[config.mk]
export PLATFORM = sky130hd
export DESIGN_NAME = kmp_first_match_search
export DESIGN_NICKNAME = d
export VERILOG_FILES = /design/src/hw/rtl/kmp_pkg.sv /design/src/hw/rtl/kmp_ctrl.sv /design/src/hw/rtl/kmp_datapath.sv /design/src/hw/rtl/kmp_first_match_search.sv
export SDC_FILE = /design/constraint.sdc
export NUM_CORES = 1
export LEC_CHECK = 0
export BUFFER_PORTS_ARGS = -buffer_cell sky130_fd_sc_hd__buf_4
export CORE_UTILIZATION = 45
export CTS_BUF_LIST = sky130_fd_sc_hd__clkbuf_4
export DETAILED_ROUTE_END_ITERATION = 8
export PLACE_DENSITY = 0.72
export SYNTH_ARGS = -nofsm -noshare
export SYNTH_HDL_FRONTEND = slang
export SYNTH_SLANG_ARGS = --single-unit
[constraint.sdc]
create_clock -name i_clk -period 12.5 [get_ports i_clk]
set_input_delay 0.625 -clock i_clk [delete_from_list [all_inputs] [get_ports i_clk]]
set_output_delay 0.625 -clock i_clk [all_outputs]
set_load 0.05 [all_outputs]
[src/hw/rtl/kmp_pkg.sv]
`timescale 1ns / 1ps

package kmp_pkg;

    localparam int BYTE_W       = 8;
    localparam int CFG_DATA_W   = 64;
    localparam int CFG_IDX_W    = 3;
    localparam int LENGTH_REG_W = 6;
    localparam int RESULT_POS_W = 32;
    localparam int NEEDLE_WORDS = 4;
    localparam int NEEDLE_W     = NEEDLE_WORDS * CFG_DATA_W;

    localparam logic [CFG_IDX_W-1:0] REG_NEEDLE_0  = 3'd0;
    localparam logic [CFG_IDX_W-1:0] REG_NEEDLE_1  = 3'd1;
    localparam logic [CFG_IDX_W-1:0] REG_NEEDLE_2  = 3'd2;
    localparam logic [CFG_IDX_W-1:0] REG_NEEDLE_3  = 3'd3;
    localparam logic [CFG_IDX_W-1:0] REG_LENGTH    = 3'd4;
    localparam logic [CFG_IDX_W-1:0] NUM_REGS      = 3'd5;

    typedef struct packed {
        logic load;
        logic step;
        logic build_step;
    } t_cmd;

    typedef struct packed {
        logic cfg_hit;
        logic build_done;
        logic last;
        logic emit;
        logic out_free;
    } t_status;

endpackage

[src/hw/rtl/kmp_ctrl.sv]
`timescale 1ns / 1ps

module kmp_ctrl (
    input  logic           i_clk,
    input  logic           i_rst_n,
    input  logic           i_in_valid,
    output logic           o_in_ready,
    input  kmp_pkg::t_status i_status,
    output kmp_pkg::t_cmd    o_cmd
);
    import kmp_pkg::*;

    typedef enum logic [2:0] {
        ST_IDLE  = 3'b001,
        ST_SCAN  = 3'b010,
        ST_BUILD = 3'b100
    } t_state;

    t_state r_state;
    t_state n_state;

    always_comb begin
        o_cmd            = '0;
        o_cmd.load       = (r_state == ST_IDLE) && i_in_valid && !i_status.cfg_hit;
        o_cmd.step       = (r_state == ST_SCAN) &&
                           (!i_status.last || !i_status.emit || i_status.out_free);
        o_cmd.build_step = (r_state == ST_BUILD) && !i_status.build_done &&
                           !i_status.cfg_hit;
        o_in_ready       = (r_state == ST_IDLE) && !i_status.cfg_hit;
    end

    always_comb begin
        n_state = r_state;
        if (i_status.cfg_hit) begin
            n_state = ST_BUILD;
        end else begin
            unique case (r_state)
                ST_IDLE: begin
                    if (o_cmd.load) begin
                        n_state = ST_SCAN;
                    end
                end
                ST_SCAN: begin
                    if (o_cmd.step && i_status.last) begin
                        n_state = ST_IDLE;
                    end
                end
                ST_BUILD: begin
                    if (i_status.build_done) begin
                        n_state = ST_IDLE;
                    end
                end
                default: n_state = ST_IDLE;
            endcase
        end
    end

    always_ff @(posedge i_clk) begin
        if (!i_rst_n) begin
            r_state <= ST_IDLE;
        end else begin
            r_state <= n_state;
        end
    end

endmodule

[src/hw/rtl/kmp_datapath.sv]
`timescale 1ns / 1ps

module kmp_datapath #(
    parameter int MAX_NEEDLE    = 32,
    parameter int POSITION_BITS = 32
) (
    input  logic                            i_clk,
    input  logic                            i_rst_n,
    input  logic                            i_cfg_we,
    input  logic [kmp_pkg::CFG_IDX_W-1:0]   i_cfg_index,
    input  logic [kmp_pkg::CFG_DATA_W-1:0]  i_cfg_data,
    input  logic [kmp_pkg::BYTE_W-1:0]      i_text_byte,
    input  logic                            i_text_start,
    input  logic                            i_text_end,
    output logic                            o_out_valid,
    input  logic                            i_out_ready,
    output logic                            o_found,
    output logic [kmp_pkg::RESULT_POS_W-1:0] o_match_position,
    input  kmp_pkg::t_cmd                   i_cmd,
    output kmp_pkg::t_status                o_status
);
    import kmp_pkg::*;

    localparam int LEN_W = $clog2(MAX_NEEDLE + 1);
    localparam int IDX_W = (MAX_NEEDLE > 1) ? $clog2(MAX_NEEDLE) : 1;
    localparam int POS_W = POSITION_BITS;

    logic [CFG_DATA_W-1:0]   r_needle [NEEDLE_WORDS];
    logic [LENGTH_REG_W-1:0] r_len_reg;
    logic [LEN_W-1:0]        r_fail [MAX_NEEDLE];
    logic [LEN_W-1:0]        r_j;
    logic [LEN_W-1:0]        r_bi;
    logic [LEN_W-1:0]        r_bj;
    logic [POS_W-1:0]        r_pos;
    logic                    r_done;
    logic [BYTE_W-1:0]       r_byte;
    logic                    r_end;
    logic                    r_out_valid;
    logic                    r_found;
    logic [RESULT_POS_W-1:0] r_out_pos;

    logic [NEEDLE_W-1:0]     needle_flat;
    logic [LEN_W-1:0]        len;
    logic                    cfg_hit;
    logic [5:0]              bi6;
    logic [5:0]              bj6;
    logic [5:0]              j6;
    logic [BYTE_W-1:0]       nb_bi;
    logic [BYTE_W-1:0]       nb_bj;
    logic [BYTE_W-1:0]       nb_j;
    logic                    b_eq;
    logic                    b_fall;
    logic [LEN_W-1:0]        b_next_j;
    logic [LEN_W-1:0]        rd_base;
    logic [IDX_W-1:0]        rd_addr;
    logic [LEN_W-1:0]        fail_rd;
    logic                    s_eq;
    logic                    s_fall;
    logic [LEN_W-1:0]        s_jinc;
    logic                    hit;
    logic                    emit;
    logic [POS_W-1:0]        back;
    logic [POS_W-1:0]        mp;
    logic                    out_free;

    always_comb begin
        for (int w = 0; w < NEEDLE_WORDS; w++) begin
            needle_flat[w*CFG_DATA_W +: CFG_DATA_W] = r_needle[w];
        end
    end

    assign len = (r_len_reg > LENGTH_REG_W'(MAX_NEEDLE)) ? LEN_W'(MAX_NEEDLE)
                                                          : LEN_W'(r_len_reg);
    assign cfg_hit = i_cfg_we && (i_cfg_index < NUM_REGS);

    assign bi6   = 6'(r_bi);
    assign bj6   = 6'(r_bj);
    assign j6    = 6'(r_j);
    assign nb_bi = needle_flat[{bi6[4:0], 3'b000} +: BYTE_W];
    assign nb_bj = needle_flat[{bj6[4:0], 3'b000} +: BYTE_W];
    assign nb_j  = needle_flat[{j6[4:0], 3'b000} +: BYTE_W];

    // One read port on the failure table, shared by the table build and the search.
    assign rd_base = i_cmd.build_step ? r_bj : r_j;
    assign rd_addr = IDX_W'(rd_base - LEN_W'(1));
    assign fail_rd = (rd_addr == '0) ? '0 : r_fail[rd_addr];

    assign b_eq     = (nb_bi == nb_bj);
    assign b_fall   = (r_bj != '0) && !b_eq;
    assign b_next_j = LEN_W'(r_bj + LEN_W'(b_eq));

    assign s_eq   = (nb_j == r_byte);
    assign s_fall = (len != '0) && !r_done && (r_j != '0) && !s_eq;
    assign s_jinc = LEN_W'(r_j + LEN_W'(s_eq));
    assign hit    = (len == '0) || (s_jinc == len);
    assign emit   = !r_done && (hit || r_end);

    assign back = (len == '0) ? '0 : POS_W'(len) - POS_W'(1);
    assign mp   = (r_pos >= back) ? (r_pos - back) : '0;

    assign out_free = !r_out_valid || i_out_ready;

    always_comb begin
        o_status            = '0;
        o_status.cfg_hit    = cfg_hit;
        o_status.build_done = (r_bi >= len);
        o_status.last       = !s_fall;
        o_status.emit       = emit;
        o_status.out_free   = out_free;
    end

    always_ff @(posedge i_clk) begin
        if (!i_rst_n) begin
            for (int w = 0; w < NEEDLE_WORDS; w++) begin
                r_needle[w] <= '0;
            end
            r_len_reg   <= '0;
            r_j         <= '0;
            r_bi        <= LEN_W'(1);
            r_bj        <= '0;
            r_pos       <= '0;
            r_done      <= 1'b0;
            r_out_valid <= 1'b0;
        end else begin
            if (i_cmd.build_step) begin
                if (b_fall) begin
                    r_bj <= fail_rd;
                end else begin
                    r_bj <= b_next_j;
                    r_bi <= LEN_W'(r_bi + LEN_W'(1));
                end
            end

            if (i_cmd.load) begin
                if (i_text_start) begin
                    r_j    <= '0;
                    r_pos  <= '0;
                    r_done <= 1'b0;
                end else if (r_j >= len) begin
                    r_j <= '0;
                end
            end

            if (i_cmd.step) begin
                if (s_fall) begin
                    r_j <= fail_rd;
                end else if (!r_done) begin
                    if (len != '0) begin
                        r_j <= s_jinc;
                    end
                    if (r_pos != '1) begin
                        r_pos <= r_pos + POS_W'(1);
                    end
                    if (emit) begin
                        r_done <= 1'b1;
                    end
                end
            end

            if (i_cmd.step && !s_fall && emit) begin
                r_out_valid <= 1'b1;
            end else if (i_out_ready) begin
                r_out_valid <= 1'b0;
            end

            if (cfg_hit) begin
                if (i_cfg_index == REG_LENGTH) begin
                    r_len_reg <= i_cfg_data[LENGTH_REG_W-1:0];
                end else begin
                    r_needle[i_cfg_index[1:0]] <= i_cfg_data;
                end
                r_j  <= '0;
                r_bi <= LEN_W'(1);
                r_bj <= '0;
            end
        end
    end

    always_ff @(posedge i_clk) begin
        if (i_cmd.build_step && !b_fall) begin
            r_fail[IDX_W'(r_bi)] <= b_next_j;
        end
        if (i_cmd.load) begin
            r_byte <= i_text_byte;
            r_end  <= i_text_end;
        end
        if (i_cmd.step && !s_fall && emit) begin
            r_found   <= hit;
            r_out_pos <= hit ? RESULT_POS_W'(mp) : '0;
        end
    end

    assign o_out_valid      = r_out_valid;
    assign o_found          = r_found;
    assign o_match_position = r_out_pos;

endmodule

[src/hw/rtl/kmp_first_match_search.sv]
`timescale 1ns / 1ps

// Channel   Direction  Handshake                 Payload
// in        input      i_in_valid / o_in_ready   i_text_byte, i_text_start, i_text_end
// out       output     o_out_valid / i_out_ready o_found, o_match_position
// cfg       input      i_cfg_we                  i_cfg_index, i_cfg_data
//
// A text byte is taken in ST_IDLE and searched in ST_SCAN, which repeats for each failure-link
// fallback through the shared table read port; fallbacks average at most one per byte, and no
// new byte is taken until the search of the last one ends.
// A register write rebuilds the failure table in ST_BUILD, during which no byte is taken. Reset
// is synchronous and clears the needle, length and search state.
// A result waiting in the output register stalls only the item that produces the next result.

module kmp_first_match_search #(
    parameter int MAX_NEEDLE    = 32,
    parameter int POSITION_BITS = 32
) (
    input  logic                             i_clk,
    input  logic                             i_rst_n,
    input  logic                             i_cfg_we,
    input  logic [kmp_pkg::CFG_IDX_W-1:0]    i_cfg_index,
    input  logic [kmp_pkg::CFG_DATA_W-1:0]   i_cfg_data,
    input  logic                             i_in_valid,
    output logic                             o_in_ready,
    input  logic [kmp_pkg::BYTE_W-1:0]       i_text_byte,
    input  logic                             i_text_start,
    input  logic                             i_text_end,
    output logic                             o_out_valid,
    input  logic                             i_out_ready,
    output logic                             o_found,
    output logic [kmp_pkg::RESULT_POS_W-1:0] o_match_position
);
    import kmp_pkg::*;

    t_cmd    cmd;
    t_status status;

    kmp_ctrl u_ctrl (
        .i_clk      (i_clk),
        .i_rst_n    (i_rst_n),
        .i_in_valid (i_in_valid),
        .o_in_ready (o_in_ready),
        .i_status   (status),
        .o_cmd      (cmd)
    );

    kmp_datapath #(
        .MAX_NEEDLE    (MAX_NEEDLE),
        .POSITION_BITS (POSITION_BITS)
    ) u_datapath (
        .i_clk            (i_clk),
        .i_rst_n          (i_rst_n),
        .i_cfg_we         (i_cfg_we),
        .i_cfg_index      (i_cfg_index),
        .i_cfg_data       (i_cfg_data),
        .i_text_byte      (i_text_byte),
        .i_text_start     (i_text_start),
        .i_text_end       (i_text_end),
        .o_out_valid      (o_out_valid),
        .i_out_ready      (i_out_ready),
        .o_found          (o_found),
        .o_match_position (o_match_position),
        .i_cmd            (cmd),
        .o_status         (status)
    );

`ifndef ASSERT_OFF
    a_busy_after_transfer : assert property (@(posedge i_clk) disable iff (!i_rst_n)
        (i_in_valid && o_in_ready) |=> !o_in_ready)
        else $error("input taken while the previous byte is still searched");

    a_busy_after_write : assert property (@(posedge i_clk) disable iff (!i_rst_n)
        (i_cfg_we && (i_cfg_index < NUM_REGS)) |=> !o_in_ready)
        else $error("input ready during the failure table rebuild");

    a_not_found_position : assert property (@(posedge i_clk) disable iff (!i_rst_n)
        (o_out_valid && !o_found) |-> (o_match_position == '0))
        else $error("not-found result carries a nonzero position");
`endif

endmodule

==> results.sh <==
export IMPL_status="complete, no violations"
export IMPL_worstMarginPinSlew_ps=1310
export IMPL_firstDrtPassIters=6
export IMPL_syn_area_per_cell_sq_um=12.7
export IMPL_timing_final_crit_share_pct=52.1
export IMPL_io_buffer_count=116
export IMPL_peakVddDrop_mv=0.0984
export IMPL_yosysTopAreaCell="edfxtp_1"
export IMPL_setup_tns_ps=0
export IMPL_row_count=95
export IMPL_synth_area_leaders="edfxtp_1, mux4_2, dfxtp_1, mux2i_1, nor2_1"
export IMPL_critPathRequiredTime_ps=13440
export IMPL_final_core_util_pct=51.9
export IMPL_synth_nets=2545
export IMPL_synth_area_sq_um=30600
export IMPL_via_per_inst=6.24
export IMPL_regMostFlops="u_datapath.r_needle"
export IMPL_instances_no_fill=3622
export IMPL_routed_wl_um=88500
export IMPL_hpwl_um=58700
export IMPL_top_regs="u_datapath.r_needle x256, u_datapath.r_fail x192"
export IMPL_drc_errors=0
export IMPL_dp_cells=3277
export IMPL_fin_crit_ps=6510
export IMPL_first_iter_violations=2568
export IMPL_track_usage_pct=25.6
export IMPL_async_flop_share_pct=0
export IMPL_max_freq_mhz=154
export IMPL_netlist_area_leader_share_pct=48.1
export IMPL_clock_sinks=551
export IMPL_drtAntennaViolNets=0
export IMPL_grt_pass1_wl_um=134000
export IMPL_area_delta_synth_final_pct=13.9
export IMPL_critPathKind="reg -> reg"
export IMPL_grt_max_degree=68
export IMPL_fin_worst_skew_ps=84.6
export IMPL_maxCapViolCount=0
export IMPL_cp_end_kind="register"
export IMPL_fp_coreArea_sq_um=67200
export IMPL_worstSetupStartpointType="register"
export IMPL_die_w_um=263
export IMPL_drive_gt1_share_pct=23.9
export IMPL_slew_headroom_pct=12.5
export IMPL_setup_violations=0
export IMPL_cts_max_level=4
export IMPL_fin_area_sq_um=34800
export IMPL_dieArea_sq_um=69000
export IMPL_gp_congestion=0.951
export IMPL_hp_class="in -> reg"
export IMPL_route_vias_total=22617
export IMPL_antenna_found_initial=3
export IMPL_grt_setup_unrepaired="false"
export IMPL_multiInputGateArea_sq_um=13600
export IMPL_place_area_sq_um=32200
export IMPL_synth_warnings=0
export IMPL_fillers=5627
export IMPL_path_clk_slew_ps=70
export IMPL_synth_ff_latch_count=551
export IMPL_overflow=0
export IMPL_clockBufferDepth=3
export IMPL_initial_utilization_pct=45.5
export IMPL_regArea_sq_um=16000
export IMPL_synth_distinct_cells=94
export IMPL_synth_edf_count=490
export IMPL_p_leak_nw=12.7
export IMPL_grt_pass1_vias=22760
export IMPL_hold_viol_final=0
export IMPL_ys_seq_area_share_pct=52.1
export IMPL_synth_ff_type="edfxtp_1"
export IMPL_cts_tree="built"
export IMPL_powerDensity_nw_per_um2=117
export IMPL_crit_fanout=51
export IMPL_ios=117
export IMPL_fin_hold_ws_ps=151
export IMPL_synth_most_common_cell="edfxtp_1"
export IMPL_cts_root_buf="clkbuf_4"
export IMPL_crit_arrival_ps=7450
export IMPL_slew_viol_final=0
export IMPL_syn_inst=2405
export IMPL_clk_latency_ps=1050
export IMPL_synth_top_cells_by_count="edfxtp_1, nor2_1, mux4_2, nand2_1, mux2i_1"
export IMPL_fin_nets=2768
export IMPL_die_h_um=263
export IMPL_largest_register_ffs=256
export IMPL_wl_per_cell_um=24.4
export IMPL_cts_buffers=147
## what timing repair did
item / in CTS / in global routing
endpoints found under the hold margin: 262 / 0
buffers inserted: 0 / 0
hold buffers: 75 / 0
resized for setup: 0 / 0
## cells by family (layout without fill, tap and decap cells)
family	Yosys count	in the layout	share of synthesized area [%]
XOR/XNOR	52	52	1.49
AND/OR/NAND/NOR	804	804	12.9
adder cells (fa/ha/maj)	58	58	2.40
multiplexers	327	327	19.2
other	0	8	0
flip-flops	551	551	52.1
AO/OA/AOI/OAI	361	361	8.20
buffers and inverters	252	588	3.65
## routing by layer
layer	track usage [%]	vias up	part of all wire, %	wire length, um
met5	0	-	0	0
met4	12.5	0	4.5	4010
met3	6.66	295	11	9490
met2	40.6	1458	46	41000
met1	32.7	11041	38	34000
li1	-	9823	-	-
## per-stage QoR
stage	power, mW	setup slack, ps
floorplan	2.38	6260
CTS	4.11	6010
global placement	2.50	6150
global route	4.24	5590
finish	4.09	5990
detailed placement	2.51	5990
## critical path, cell delays in order, from the launching register on
cell and delay [ps]:
dfxtp_4 640, buf_4 700, mux4_1 400, a22o_1 240, a221oi_1 380, a31o_2 250, nand4b_4 120, nor4_4 480
ha_1 260, ha_1 210, nor4bb_1 310, a31oi_1 70, o32ai_1 140, nand3_1 140, o211a_1 300, o21a_1 210
o21ai_2 50, buf_4 310, o21a_1 820, o21ai_0 220, o21ai_1 120
## cell type report
class / count / share of cell area (%)
flip-flops and latches: 551 / 45.8
multi-input cells: 1602 / 39.1
repair buffers: 229 / 5.48
clock buffers: 205 / 4.42
well taps: 873 / 3.14
inverters: 97 / 1.05
clock inverters: 57 / 0.898
diodes: 8 / 0.0575
## final timing paths
check	startpoint	end	slack (ps)	depth (start not counted)
setup / recovery	u_datapath.j6[2]	u_datapath.r_pos[2]	5990	20
hold / removal	i_text_start	u_datapath.r_pos[24]	150	3
setup reg to reg	u_datapath.j6[2]	u_datapath.r_pos[2]	5990	20
hold reg to reg	u_datapath.r_pos[16]	u_datapath.r_pos[16]	510	1
## cell usage in the layout, fill, tap and decap left out, types with 70 or more instances in the layout
master,Yosys,final
and2_1,74,74
nand2_1,185,185
a21oi_1,72,72
dlygate4sd3_1,0,75
edfxtp_1,490,490
mux4_2,205,205
clkbuf_4,0,205
buf_4,13,154
nor2_1,247,245
nand3_1,70,70
mux2i_1,108,107
inv_1,94,94
## power breakdown
part	switching (mW)	internal [mW]	total (mW)
Sequential	0.0636	2.07	2.13
Clock	0.795	0.793	1.59
Combinational	0.198	0.167	0.365
No activity file was read; power rests on OpenSTA's default activity.
